## config.mk

```make
export PLATFORM = sky130hd
export DESIGN_NAME = distributed_mutex_agent_unit_flat
export DESIGN_NICKNAME = d
export VERILOG_FILES = /design/src/rtl/core/dmxa_pkg.sv /design/src/rtl/core/dmxa_in_if.sv /design/src/rtl/core/dmxa_out_if.sv /design/src/rtl/core/distributed_mutex_agent_unit.sv /design/src/flat_wrapper.sv
export SDC_FILE = /design/constraint.sdc
export NUM_CORES = 1
export LEC_CHECK = 0
export ABC_AREA = 1
export BUFFER_PORTS_ARGS = -buffer_cell sky130_fd_sc_hd__buf_4
export CAP_MARGIN = 20
export CORE_UTILIZATION = 62
export CTS_CLUSTER_DIAMETER = 100
export CTS_CLUSTER_SIZE = 14
export DETAILED_ROUTE_END_ITERATION = 8
export GPL_TIMING_DRIVEN = 0
export PLACE_DENSITY = 0.87
export SYNTH_ARGS = -nofsm -noshare
export SYNTH_HDL_FRONTEND = slang
export SYNTH_SLANG_ARGS = --single-unit
```

## constraint.sdc

```tcl
create_clock -name clk -period 6.4 [get_ports clk]
set_input_delay 1.92 -clock clk [delete_from_list [all_inputs] [get_ports clk]]
set_output_delay 1.92 -clock clk [all_outputs]
set_load 0.01 [all_outputs]
```

## src/rtl/core/dmxa_pkg.sv

```systemverilog
// Shared types, widths, codes and control store for the mutex agent.
package dmxa_pkg;

  // Widths and sizes
  localparam int MAX_NODES  = 16;
  localparam int NODE_W     = $clog2(MAX_NODES);
  localparam int OP_W       = 2;
  localparam int PEER_W     = 4;
  localparam int TS_W       = 32;
  localparam int KIND_W     = 2;
  localparam int RANK_W     = 4;
  localparam int COUNT_W    = 5;
  localparam int CFG_IDX_W  = 1;
  localparam int CFG_DATA_W = 5;
  localparam int PC_W       = 4;

  // Configuration register indexes
  localparam logic [CFG_IDX_W-1:0] CFG_NODE_RANK  = 1'b0;
  localparam logic [CFG_IDX_W-1:0] CFG_NODE_COUNT = 1'b1;

  localparam logic [COUNT_W-1:0] COUNT_RESET = COUNT_W'(16);

  // Event codes
  typedef enum logic [OP_W-1:0] {
    OP_LOCAL_REQ   = 2'd0,
    OP_PEER_REQ    = 2'd1,
    OP_PEER_REPLY  = 2'd2,
    OP_LOCAL_EXIT  = 2'd3
  } op_t;

  // Outgoing message codes
  typedef enum logic [KIND_W-1:0] {
    MSG_NONE    = 2'd0,
    MSG_REQUEST = 2'd1,
    MSG_REPLY   = 2'd2
  } kind_t;

  // Jump conditions
  typedef enum logic [2:0] {
    COND_NEVER,
    COND_WANTING,
    COND_NOT_WANTING,
    COND_INVALID,
    COND_DEFER,
    COND_PEND_EMPTY
  } cond_t;

  // Datapath actions
  typedef enum logic [3:0] {
    ACT_FETCH,
    ACT_START_REQ,
    ACT_RECEIVE,
    ACT_START_EXIT,
    ACT_LOAD_REPLY,
    ACT_SET_REPLY,
    ACT_SET_DEFER,
    ACT_SEND,
    ACT_STATUS
  } act_t;

  // One control word: on cond, jump to jmp without acting; else act and go to nxt
  typedef struct packed {
    cond_t           cond;
    logic [PC_W-1:0] jmp;
    act_t            act;
    logic [PC_W-1:0] nxt;
  } ctrl_t;

  // Program addresses; the four event entries follow fetch in op order
  localparam logic [PC_W-1:0] PC_FETCH  = 4'd0;
  localparam logic [PC_W-1:0] PC_LREQ   = 4'd1;
  localparam logic [PC_W-1:0] PC_PREQ   = 4'd2;
  localparam logic [PC_W-1:0] PC_PREP   = 4'd3;
  localparam logic [PC_W-1:0] PC_EXIT   = 4'd4;
  localparam logic [PC_W-1:0] PC_PREQ2  = 4'd5;
  localparam logic [PC_W-1:0] PC_PREP2  = 4'd6;
  localparam logic [PC_W-1:0] PC_DEFER  = 4'd7;
  localparam logic [PC_W-1:0] PC_SEND   = 4'd8;
  localparam logic [PC_W-1:0] PC_STATUS = 4'd9;

  // Control store
  function automatic ctrl_t ucode(input logic [PC_W-1:0] pc);
    ctrl_t cw;
    unique case (pc)
      PC_FETCH:  cw = '{COND_NEVER,       PC_FETCH,  ACT_FETCH,      PC_LREQ};
      PC_LREQ:   cw = '{COND_WANTING,     PC_STATUS, ACT_START_REQ,  PC_SEND};
      PC_PREQ:   cw = '{COND_INVALID,     PC_STATUS, ACT_RECEIVE,    PC_PREQ2};
      PC_PREP:   cw = '{COND_INVALID,     PC_STATUS, ACT_RECEIVE,    PC_PREP2};
      PC_EXIT:   cw = '{COND_NOT_WANTING, PC_STATUS, ACT_START_EXIT, PC_SEND};
      PC_PREQ2:  cw = '{COND_DEFER,       PC_DEFER,  ACT_LOAD_REPLY, PC_SEND};
      PC_PREP2:  cw = '{COND_NOT_WANTING, PC_STATUS, ACT_SET_REPLY,  PC_STATUS};
      PC_DEFER:  cw = '{COND_NEVER,       PC_FETCH,  ACT_SET_DEFER,  PC_STATUS};
      PC_SEND:   cw = '{COND_PEND_EMPTY,  PC_STATUS, ACT_SEND,       PC_FETCH};
      PC_STATUS: cw = '{COND_NEVER,       PC_FETCH,  ACT_STATUS,     PC_FETCH};
      default:   cw = '{COND_NEVER,       PC_FETCH,  ACT_STATUS,     PC_FETCH};
    endcase
    return cw;
  endfunction

endpackage

```

## src/rtl/core/dmxa_in_if.sv

```systemverilog
// Event input channel: valid/ready with one event per transfer.
interface dmxa_in_if import dmxa_pkg::*; ();
  logic              valid;
  logic              ready;
  logic [OP_W-1:0]   operation;
  logic [PEER_W-1:0] peer_node;
  logic [TS_W-1:0]   peer_timestamp;

  modport source (output valid, output operation, output peer_node,
                  output peer_timestamp, input ready);
  modport sink   (input valid, input operation, input peer_node,
                  input peer_timestamp, output ready);
endinterface

```

## src/rtl/core/dmxa_out_if.sv

```systemverilog
// Result channel: valid/ready with one message or status per transfer.
interface dmxa_out_if import dmxa_pkg::*; ();
  logic              valid;
  logic              ready;
  logic [KIND_W-1:0] message_kind;
  logic [PEER_W-1:0] dest_node;
  logic [TS_W-1:0]   message_timestamp;
  logic              lock_held;
  logic              last;

  modport source (output valid, output message_kind, output dest_node,
                  output message_timestamp, output lock_held, output last,
                  input ready);
  modport sink   (input valid, input message_kind, input dest_node,
                  input message_timestamp, input lock_held, input last,
                  output ready);
endinterface

```

## src/rtl/core/distributed_mutex_agent_unit.sv

```systemverilog
// Ricart-Agrawala mutex node with Lamport clock, run by a small microcoded sequencer.
//
//   channel   direction  handshake          payload
//   in_chan   in         valid/ready        operation, peer_node, peer_timestamp
//   out_chan  out        valid/ready        message_kind, dest_node, message_timestamp,
//                                            lock_held, last
//   cfg_*     in         write enable only  cfg_index selects node_rank / node_count
//
// An event is taken in the fetch step, then runs 2 to 4 control steps. Message
// fan-out scans node slots one per cycle, holding at a pending slot while the
// output register is busy; a reply to a peer request scans only up to the peer's
// slot. Each result waits for a free output register, which stalls the sequencer
// while out_chan.ready is low. Reset (rst_n low, synchronous) clears clock and
// request state, sets node_rank to 0 and node_count to 16.
module distributed_mutex_agent_unit import dmxa_pkg::*; (
  input  logic                  clk,
  input  logic                  rst_n,
  dmxa_in_if.sink               in_chan,
  dmxa_out_if.source            out_chan,
  input  logic                  cfg_wr_en,
  input  logic [CFG_IDX_W-1:0]  cfg_index,
  input  logic [CFG_DATA_W-1:0] cfg_wdata
);

  // Sequencer and node state
  logic [PC_W-1:0]      pc_r, pc_nxt;
  logic [PEER_W-1:0]    peer_r, peer_nxt;
  logic [TS_W-1:0]      ts_r, ts_nxt;
  logic [TS_W-1:0]      clock_r, clock_nxt;
  logic [TS_W-1:0]      own_time_r, own_time_nxt;
  logic                 wanting_r, wanting_nxt;
  logic [MAX_NODES-1:0] replies_r, replies_nxt;
  logic [MAX_NODES-1:0] deferred_r, deferred_nxt;
  logic [MAX_NODES-1:0] pending_r, pending_nxt;
  logic [NODE_W-1:0]    idx_r, idx_nxt;
  kind_t                kind_r, kind_nxt;
  logic [RANK_W-1:0]    rank_r;
  logic [COUNT_W-1:0]   count_r;

  // Output register
  logic                 out_valid_r, out_valid_nxt;
  logic [KIND_W-1:0]    out_kind_r, out_kind_nxt;
  logic [PEER_W-1:0]    out_dest_r, out_dest_nxt;
  logic [TS_W-1:0]      out_ts_r, out_ts_nxt;
  logic                 out_lock_r, out_lock_nxt;
  logic                 out_last_r, out_last_nxt;

  ctrl_t                cw;
  logic                 cond_hit;
  logic [MAX_NODES-1:0] peers_mask;
  logic [MAX_NODES-1:0] peer_onehot;
  logic [MAX_NODES-1:0] idx_onehot;
  logic [MAX_NODES-1:0] pending_left;
  logic                 peer_valid;
  logic                 lock_held;
  logic                 defer;
  logic                 slot_free;
  logic [TS_W-1:0]      stamp_max;

  // Peer set, one-hot selects
  always_comb begin
    for (int i = 0; i < MAX_NODES; i++) begin
      peers_mask[i]  = (int'(count_r) > i) && (int'(rank_r) != i);
      peer_onehot[i] = (int'(peer_r) == i);
      idx_onehot[i]  = (int'(idx_r) == i);
    end
  end

  assign peer_valid   = |(peers_mask & peer_onehot);
  assign lock_held    = wanting_r && ((replies_r & peers_mask) == peers_mask);
  assign defer        = wanting_r && ((own_time_r < ts_r) ||
                        ((own_time_r == ts_r) && (rank_r < peer_r)));
  assign stamp_max    = (ts_r > clock_r) ? ts_r : clock_r;
  assign pending_left = pending_r & ~idx_onehot;
  assign slot_free    = !out_valid_r || out_chan.ready;

  // Control word and jump test
  assign cw = ucode(pc_r);

  always_comb begin
    unique case (cw.cond)
      COND_NEVER:       cond_hit = 1'b0;
      COND_WANTING:     cond_hit = wanting_r;
      COND_NOT_WANTING: cond_hit = !wanting_r;
      COND_INVALID:     cond_hit = !peer_valid;
      COND_DEFER:       cond_hit = defer;
      COND_PEND_EMPTY:  cond_hit = (pending_r == '0);
      default:          cond_hit = 1'b0;
    endcase
  end

  assign in_chan.ready = (cw.act == ACT_FETCH);

  // Datapath driven by the current control word
  always_comb begin
    pc_nxt        = pc_r;
    peer_nxt      = peer_r;
    ts_nxt        = ts_r;
    clock_nxt     = clock_r;
    own_time_nxt  = own_time_r;
    wanting_nxt   = wanting_r;
    replies_nxt   = replies_r;
    deferred_nxt  = deferred_r;
    pending_nxt   = pending_r;
    idx_nxt       = idx_r;
    kind_nxt      = kind_r;
    out_valid_nxt = out_valid_r && !out_chan.ready;
    out_kind_nxt  = out_kind_r;
    out_dest_nxt  = out_dest_r;
    out_ts_nxt    = out_ts_r;
    out_lock_nxt  = out_lock_r;
    out_last_nxt  = out_last_r;

    if (cond_hit) begin
      pc_nxt = cw.jmp;
    end else begin
      unique case (cw.act)
        ACT_FETCH: begin
          if (in_chan.valid) begin
            peer_nxt = in_chan.peer_node;
            ts_nxt   = in_chan.peer_timestamp;
            pc_nxt   = PC_LREQ + PC_W'(in_chan.operation);
          end
        end
        ACT_START_REQ: begin
          wanting_nxt  = 1'b1;
          replies_nxt  = '0;
          own_time_nxt = clock_r + 1'b1;
          pending_nxt  = peers_mask;
          kind_nxt     = MSG_REQUEST;
          idx_nxt      = '0;
          pc_nxt       = cw.nxt;
        end
        ACT_RECEIVE: begin
          clock_nxt = stamp_max + 1'b1;
          pc_nxt    = cw.nxt;
        end
        ACT_START_EXIT: begin
          wanting_nxt  = 1'b0;
          replies_nxt  = '0;
          pending_nxt  = deferred_r & peers_mask;
          deferred_nxt = '0;
          kind_nxt     = MSG_REPLY;
          idx_nxt      = '0;
          pc_nxt       = cw.nxt;
        end
        ACT_LOAD_REPLY: begin
          pending_nxt = peer_onehot;
          kind_nxt    = MSG_REPLY;
          idx_nxt     = '0;
          pc_nxt      = cw.nxt;
        end
        ACT_SET_REPLY: begin
          replies_nxt = replies_r | peer_onehot;
          pc_nxt      = cw.nxt;
        end
        ACT_SET_DEFER: begin
          deferred_nxt = deferred_r | peer_onehot;
          pc_nxt       = cw.nxt;
        end
        ACT_SEND: begin
          // scan one node slot per cycle, emit where a message is pending; hold there while the output is busy
          if (|(pending_r & idx_onehot)) begin
            if (slot_free) begin
              clock_nxt     = clock_r + 1'b1;
              out_valid_nxt = 1'b1;
              out_kind_nxt  = kind_r;
              out_dest_nxt  = PEER_W'(idx_r);
              out_ts_nxt    = clock_r + 1'b1;
              out_lock_nxt  = lock_held;
              out_last_nxt  = (pending_left == '0);
              pending_nxt   = pending_left;
              idx_nxt       = idx_r + 1'b1;
              if (pending_left == '0) begin
                pc_nxt = cw.nxt;
              end
            end
          end else begin
            idx_nxt = idx_r + 1'b1;
          end
        end
        ACT_STATUS: begin
          if (slot_free) begin
            out_valid_nxt = 1'b1;
            out_kind_nxt  = MSG_NONE;
            out_dest_nxt  = '0;
            out_ts_nxt    = '0;
            out_lock_nxt  = lock_held;
            out_last_nxt  = 1'b1;
            pc_nxt        = cw.nxt;
          end
        end
        default: begin
          pc_nxt = PC_FETCH;
        end
      endcase
    end
  end

  // Control and node state
  always_ff @(posedge clk) begin
    if (!rst_n) begin
      pc_r        <= PC_FETCH;
      clock_r     <= '0;
      own_time_r  <= '0;
      wanting_r   <= 1'b0;
      replies_r   <= '0;
      deferred_r  <= '0;
      out_valid_r <= 1'b0;
    end else begin
      pc_r        <= pc_nxt;
      clock_r     <= clock_nxt;
      own_time_r  <= own_time_nxt;
      wanting_r   <= wanting_nxt;
      replies_r   <= replies_nxt;
      deferred_r  <= deferred_nxt;
      out_valid_r <= out_valid_nxt;
    end
  end

  // Event and result payload
  always_ff @(posedge clk) begin
    peer_r     <= peer_nxt;
    ts_r       <= ts_nxt;
    pending_r  <= pending_nxt;
    idx_r      <= idx_nxt;
    kind_r     <= kind_nxt;
    out_kind_r <= out_kind_nxt;
    out_dest_r <= out_dest_nxt;
    out_ts_r   <= out_ts_nxt;
    out_lock_r <= out_lock_nxt;
    out_last_r <= out_last_nxt;
  end

  // Configuration writes
  always_ff @(posedge clk) begin
    if (!rst_n) begin
      rank_r  <= '0;
      count_r <= COUNT_RESET;
    end else if (cfg_wr_en) begin
      unique case (cfg_index)
        CFG_NODE_RANK:  rank_r  <= cfg_wdata[RANK_W-1:0];
        CFG_NODE_COUNT: count_r <= cfg_wdata[COUNT_W-1:0];
        default:        ;
      endcase
    end
  end

  assign out_chan.valid             = out_valid_r;
  assign out_chan.message_kind      = out_kind_r;
  assign out_chan.dest_node         = out_dest_r;
  assign out_chan.message_timestamp = out_ts_r;
  assign out_chan.lock_held         = out_lock_r;
  assign out_chan.last              = out_last_r;

endmodule
```

## src/flat_wrapper.sv

```systemverilog
// flat-port wrapper written by rule: the top's interface ports become plain ports
module distributed_mutex_agent_unit_flat import dmxa_pkg::*;
  (clk, rst_n, cfg_wr_en, cfg_index, cfg_wdata, in_chan_valid, in_chan_operation, in_chan_peer_node, in_chan_peer_timestamp, in_chan_ready, out_chan_valid, out_chan_message_kind, out_chan_dest_node, out_chan_message_timestamp, out_chan_lock_held, out_chan_last, out_chan_ready);
  dmxa_in_if in_chan_i ();
  dmxa_out_if out_chan_i ();
  input  logic clk;
  input  logic rst_n;
  input  logic cfg_wr_en;
  input  logic [CFG_IDX_W-1:0] cfg_index;
  input  logic [CFG_DATA_W-1:0] cfg_wdata;
  input wire logic [$bits(in_chan_i.valid)-1:0] in_chan_valid;
  input wire logic [$bits(in_chan_i.operation)-1:0] in_chan_operation;
  input wire logic [$bits(in_chan_i.peer_node)-1:0] in_chan_peer_node;
  input wire logic [$bits(in_chan_i.peer_timestamp)-1:0] in_chan_peer_timestamp;
  output wire logic [$bits(in_chan_i.ready)-1:0] in_chan_ready;
  output wire logic [$bits(out_chan_i.valid)-1:0] out_chan_valid;
  output wire logic [$bits(out_chan_i.message_kind)-1:0] out_chan_message_kind;
  output wire logic [$bits(out_chan_i.dest_node)-1:0] out_chan_dest_node;
  output wire logic [$bits(out_chan_i.message_timestamp)-1:0] out_chan_message_timestamp;
  output wire logic [$bits(out_chan_i.lock_held)-1:0] out_chan_lock_held;
  output wire logic [$bits(out_chan_i.last)-1:0] out_chan_last;
  input wire logic [$bits(out_chan_i.ready)-1:0] out_chan_ready;
  assign in_chan_i.valid = in_chan_valid;
  assign in_chan_i.operation = in_chan_operation;
  assign in_chan_i.peer_node = in_chan_peer_node;
  assign in_chan_i.peer_timestamp = in_chan_peer_timestamp;
  assign in_chan_ready = in_chan_i.ready;
  assign out_chan_valid = out_chan_i.valid;
  assign out_chan_message_kind = out_chan_i.message_kind;
  assign out_chan_dest_node = out_chan_i.dest_node;
  assign out_chan_message_timestamp = out_chan_i.message_timestamp;
  assign out_chan_lock_held = out_chan_i.lock_held;
  assign out_chan_last = out_chan_i.last;
  assign out_chan_i.ready = out_chan_ready;
  distributed_mutex_agent_unit u_core (.clk(clk), .rst_n(rst_n), .in_chan(in_chan_i), .out_chan(out_chan_i), .cfg_wr_en(cfg_wr_en), .cfg_index(cfg_index), .cfg_wdata(cfg_wdata));
endmodule
```

Word-level counts from Yosys, hierarchy flattened
Memory sizes are Yosys's and may differ from the RTL's. A register that Yosys moved wholly into a read port is not among the register bits.
Cells that the tools add are included.
{ "word_totals": {"ff_bits": 209, "romBits": 240, "inputBits": 49, "out_inout_bits": 42, "elab_cells": 227, "memories": 1} }
{ "mem_list": {"columns": ["memory", "words", "width", "read_ports", "rd_ports_with_merged_regs", "wr", "line_no", "rtl"], "rows": [
  ["(no name shown)", 16, 15, 1, 1, 0, "dmxa_pkg.sv:84", "unique case (pc)"]
]} }
{ "op_classes": {"add_sub_neg": 4, "magnitude_cmp": 19, "eq_ne": 69, "mux": 45, "bitwise": 10, "reduce_logical": 60} }
{ "ops": {"columns": ["op", "n"], "rows": [
  ["$mux W32", 4],
  ["$pmux W32 S2", 2],
  ["$and A16 B16 Y16", 5],
  ["$eq A4 B4 Y1 const B", 17],
  ["$add A32 B1 Y32 const B", 2],
  ["$pmux W16 S2", 2],
  ["$pmux W16 S4", 1],
  ["$mux W4", 13],
  ["$eq A4 B3 Y1 const B", 12],
  ["$gt A5 B4 Y1 const B", 8],
  ["$eq A32 B32 Y1", 1],
  ["$gt A32 B32 Y1", 1],
  ["$logic_not A16 Y1", 2],
  ["$lt A32 B32 Y1", 1],
  ["$mux W16", 2],
  ["$ne A4 B4 Y1 const B", 8],
  ["$or A16 B16 Y16", 2],
  ["$reduce_or A16 Y1", 2],
  ["$eq A4 B2 Y1 const B", 6],
  ["$gt A5 B3 Y1 const B", 4],
  ["$logic_and A1 B1 Y1", 20],
  ["$eq A16 B16 Y1", 1],
  ["$ne A4 B3 Y1 const B", 4],
  ["$not A16 Y16", 1],
  ["34 further kinds", 86]
]} }

Logic depth before layout (Yosys ltp)
{ "depth": {"ltp_word": 11, "depth_mapped": 27, "ltp_nobuf": 27} }

Worst setup path after synthesis
Ideal clock, no wire load.
{ "synth_timing": {"path_type": "input to register", "startpoint": "in out_chan_ready", "endpoint": "reg u_core.out_dest_r[0], in the netlist u_core.out_chan.dest_node[0], enable pin", "setup_ns": 0.484, "arrival_ns": 4.830, "required_time_ns": 5.916, "slack_ns": 1.086, "cell_stages": 4, "path_buffers": 0, "path_cell_list": "nor2_1 inv_1 nand2_1 nor3_1"} }
{ "synth_between": {"elab_chain_cells": 3, "elab_cells_between_ends": 4, "cone_classes": "eq/ne (2); reduce/logical (2)"} }
{ "synth_lines": {"columns": ["element", "line_no", "rtl"], "rows": [
  ["start: declaration", "flat_wrapper.sv:22", "input wire logic [$bits(out_chan_i.ready)-1:0] out_chan_ready;"],
  ["$logic_or A1 B1 Y1 *", "distributed_mutex_agent_unit.sv:75", "assign slot_free = !out_valid_r || out_chan.ready;"],
  ["$ne A2 B1 Y1 (no source line)", null, null],
  ["$reduce_and A5 Y1 (no source line) *", null, null],
  ["end signal: assignment", "distributed_mutex_agent_unit.sv:229", "out_dest_r <= out_dest_nxt;"],
  ["end: declaration", "distributed_mutex_agent_unit.sv:43", "logic [PEER_W-1:0] out_dest_r, out_dest_nxt;"]
]} }
Every way passes the cells marked *; elsewhere a longest branch is shown, timed or not.
A chain may end at the register's enable or synchronous reset.

Worst setup path after layout
{ "layout_timing": {"startpoint": "reg u_core.idx_r[0]", "endpoint": "reg u_core.cw[8] (netlist name)"} }
{ "layout_between": {"elab_chain_cells": 8, "elab_cells_between_ends": 26, "cone_classes": "eq/ne (17); mux (2); bitwise (3); reduce/logical (4)"} }
{ "layout_lines": {"columns": ["element", "line_no", "rtl"], "rows": [
  ["start: declaration", "distributed_mutex_agent_unit.sv:35", "logic [NODE_W-1:0] idx_r, idx_nxt;"],
  ["start signal: assignment", "distributed_mutex_agent_unit.sv:226", "idx_r <= idx_nxt;"],
  ["$eq A4 B2 Y1, or another cell as far along", "distributed_mutex_agent_unit.sv:65", "idx_onehot[i] = (int'(idx_r) == i);"],
  ["$not A16 Y16", "distributed_mutex_agent_unit.sv:74", "assign pending_left = pending_r & ~idx_onehot;"],
  ["$and A16 B16 Y16", "distributed_mutex_agent_unit.sv:74", null],
  ["$logic_not A16 Y1", "distributed_mutex_agent_unit.sv:174", "if (pending_left == '0) begin"],
  ["$ne A3 B1 Y1 (no source line)", null, null],
  ["$reduce_and A5 Y1 (no source line) *", null, null],
  ["$mux W4 (no source line) * (2 in a row)", null, null]
]} }
Marks and branches as above.

==> run_results.csv <==
group,metric,value,unit
worst_setup_path,rr_startpoint,"u_core.idx_r[0]",
routing,totalWireLength,40100,um
synthesis,synth_nets,1932,
min_path,hold_class,"reg2reg",
worst_setup_path,crit_family,"simple AND/OR/NAND/NOR gates",
global_route,grt_max_degree,16,
floorplanning,core-area,21100,um^2
floorplanning,chipHeight,149,um
global_route,grt_pass1_wl,62600,um
timing,rsz0062_at_grt,"no",
routing,drc,0,
min_path,min_from,"u_core.replies_r[3]",
cts,postCtsHoldBufs,0,
worst_setup_path,cp-start-kind,"register",
floorplanning,dieArea,22200,um^2
synthesis,synth_warnings,0,
timing,finalCritPeriodShare,60.2,%
timing,worst_slew_pin_slew,0.869,ns
worst_setup_path,critical_path.cell_chain,"ha_1 -> nand2_1 -> inv_1 -> nand2_1 -> o22ai_1 -> nor4_1 -> nand3_1 -> nand3_1 -> nor2_1 -> o21ai_0 -> nand2_1 -> nand2_1 -> ha_1 -> inv_1 -> nand2_1 -> nand2_1 -> nand2_1 -> o21ai_1",
worst_setup_path,arrival,4.24,ns
global_route,track_usage,36.2,%
routing,route.detailed.vias_per_inst,5.92,
placement,dp_hpwl,31000,um
timing,fin_crit,3.85,ns
cts,clk_pin_slew,0.07,ns
job,max_cap_viol_count,0,
cts,cts_root_buf,"clkbuf_16",
worst_setup_path,setup.worst_path.class,"reg2reg",
synthesis,syn_avg_cell_area,7.41,um^2
finish,final_core_util,71.2,%
worst_setup_path,r2r_slack,2.55,ns
min_path,whs_endpoint,"u_core.replies_r[3]",
min_path,holdPathStages,2,
synthesis,yosysTopAreaCellShare,22.0,%
floorplanning,pin_count,91,
synthesis,syn_inst,1806,
worst_setup_path,slowest_stage,"nor4_1",
placement,place_congestion,0.985,
worst_setup_path,worst-path-buf-inv,2,
cts,clkSinkCount,223,
routing,ant_nets,0,
routing,dr.pass1.iters,8,
synthesis,ys_ff_latch,223,
floorplanning,start_util,63.5,%
outcome,run_status,"finished clean",
timing,setup-violations-final,0,
timing,relSlewSlack,41.6,%
worst_setup_path,slowest_delay,0.76,ns
finish,area_growth,12.2,%
cts,numCtsBuffers,19,
worst_setup_path,end_kind,"register",
timing,skew,0.0138,ns
placement,io_buffers,90,
cts,clkLatencyLatePin,0.50,ns
worst_setup_path,path_common_cell,"nand2_1",
floorplanning,die_x,149,um
cts,postCtsSetupBuffers,0,
routing,drt-initial-drc-count,1551,
global_route,grt_overflow,0,
worst_setup_path,reg2reg_depth,18,
cts,cts_buffer_depth,3,
synthesis,synth.cell_area,13400,um^2
worst_setup_path,r2r_end,"u_core.cw[8]",
timing,final_max_slew_viol_count,0,
power,vdd_ir_drop_max,0.000291,V
finish,diodes,0,
global_route,antenna_found_initial,0,
floorplanning,row_count,53,
synthesis,yosysUniqueCellTypes,51,
routing,dr_total_vias,13100,
finish,drive_gt1_share,10.5,%
global_route,grt_pass1_vias,12000,
cts,h-tree-depth,1,
synthesis,ys_seq_area_share,40.7,%
cts,cts_resized,0,
cts,tritoncts,"yes",
timing,final_hold_viol_count,0,
power,p_leak,0.00643,uW
finish,fin_nets,2050,
routing,wire_per_inst,18.1,um
timing,tns,0,ns
synthesis,synth_area_leaders,"edfxtp_1, dfxtp_1, nand2_1",
worst_setup_path,crit_fanout,6,
worst_setup_path,critical_path_required,6.79,ns
synthesis,yosysTopAreaCell,"edfxtp_1",
timing,fmax,260,MHz
power,power_density,439,nW/um^2
## per-layer routing
layer / up-vias / GRT usage, % / routed length, um / part of all wire, %
li1: 6171 / - / - / -
met1: 6061 / 51.5 / 16900 / 42
met2: 747 / 56.7 / 17800 / 45
met3: 106 / 4.53 / 3990 / 10
met4: 0 / 12.4 / 1350 / 3.4
met5: - / 0 / 0 / 0
## cells in the final DEF (no fill, tap or decap), drive strengths merged, types with 4 or more instances in the layout
cell / instances
a31oi: 5
ha: 77
nand4: 19
xor2: 30
o221ai: 4
nor3: 25
dfxtp: 125
clkbuf: 53
o21bai: 6
xnor2: 4
nor4: 9
nand3b: 7
o211ai: 17
a21oi: 173
edfxtp: 98
o21a: 4
nand3: 116
o22ai: 10
or2: 4
inv: 263
o21ai: 116
nor2: 208
buf: 129
nand2: 419
## report_power, final
part | internal [uW] | switching [uW] | total (uW)
sequential | 1990 | 333 | 2320
clock | 554 | 519 | 1070
combinational | 1070 | 2130 | 3200
total | 3610 | 2990 | 6590
## metrics by stage
step | worst slack (ns) | cells | hold WS [ns] | cell area, um^2 | power, uW
after floorplan | 1.09 | 1806 | 0.427 | 13400 | 4450
after global placement | -0.674 | 2171 | 0.437 | 14400 | 5250
after detailed placement | 2.36 | 2178 | 0.438 | 14500 | 5410
after CTS | 2.73 | 2209 | 0.449 | 15000 | 6500
after global routing | 2.36 | 2209 | 0.470 | 15000 | 7010
final | 2.55 | 2209 | 0.448 | 15000 | 6590
## synth_stat cells, drive strengths merged
cell	count
a21o	1
nand3	116
nand4	19
o41ai	1
o22ai	10
a31oi	5
o221ai	4
nor4	9
clkbuf	22
xor2	30
nand2	419
nor3	25
nor2	208
nor4b	1
nor3b	2
dfxtp	125
o211ai	17
o21a	4
o31ai	1
buf	32
clkinv	1
a22oi	2
and3	2
edfxtp	98
or2	4
ha	77
xnor2	4
o21ai	116
a221oi	2
nand3b	7
inv	263
o21bai	6
a21oi	173
## cells by family (layout without fill, tap and decap cells)
logic type,Yosys count,after routing,synth area share [%]
and+or+nand+nor,812,812,26.1
AOI/OAI and AO/OA,342,342,14.0
buffers and inverters,318,446,9.80
DFF,223,223,40.7
adders and majority gates,77,77,7.20
xor gates and xnor gates,34,34,2.23
## tightest hold or removal path: stages (launching register included)
cell and delay, ns:
dfxtp_1 0.31, inv_1 0.04, a21oi_1 0.05
## layout make-up
| cell class | count | area (um^2) |
|---|---|---|
| buffer | 54 | 315 |
| clock buffer | 31 | 520 |
| sequential | 223 | 5450 |
| fill | 1759 | 6080 |
| inverter | 264 | 996 |
| timing repair buffer | 97 | 754 |
| multi-input combinational | 1265 | 6640 |
| tap | 275 | 344 |
## flip-flops by register name, indices dropped and copies added, names as in the netlist, 4 cells and up
register	flops
u_core.count_r	5
u_core.deferred_r	16
u_core.cw	14
u_core.replies_r	16
u_core.ts_r	32
u_core.pending_r	16
u_core.own_time_r	32
u_core.idx_r	4
u_core.clock_r	32
u_core.out_chan.dest_node	4
u_core.out_chan.message_timestamp	32
u_core.pc_r	4
u_core.rank_r	4
u_core.peer_r	4
## worst max path at each step
stage	start	end	slack [ns]	cells past startpoint
floorplan	out_chan_ready	u_core.out_chan.dest_node[0]	1.09	4
global placement	out_chan_ready	u_core.out_chan.message_timestamp[10]	-0.67	5
detailed placement	rst_n	u_core.cw[8]	2.36	10
CTS	u_core.ts_r[29]	u_core.pending_r[10]	2.73	18
global route	u_core.idx_r[0]	u_core.cw[8]	2.36	18
finish	u_core.idx_r[0]	u_core.cw[8]	2.55	18
Power figures use the tool's default switching activity.
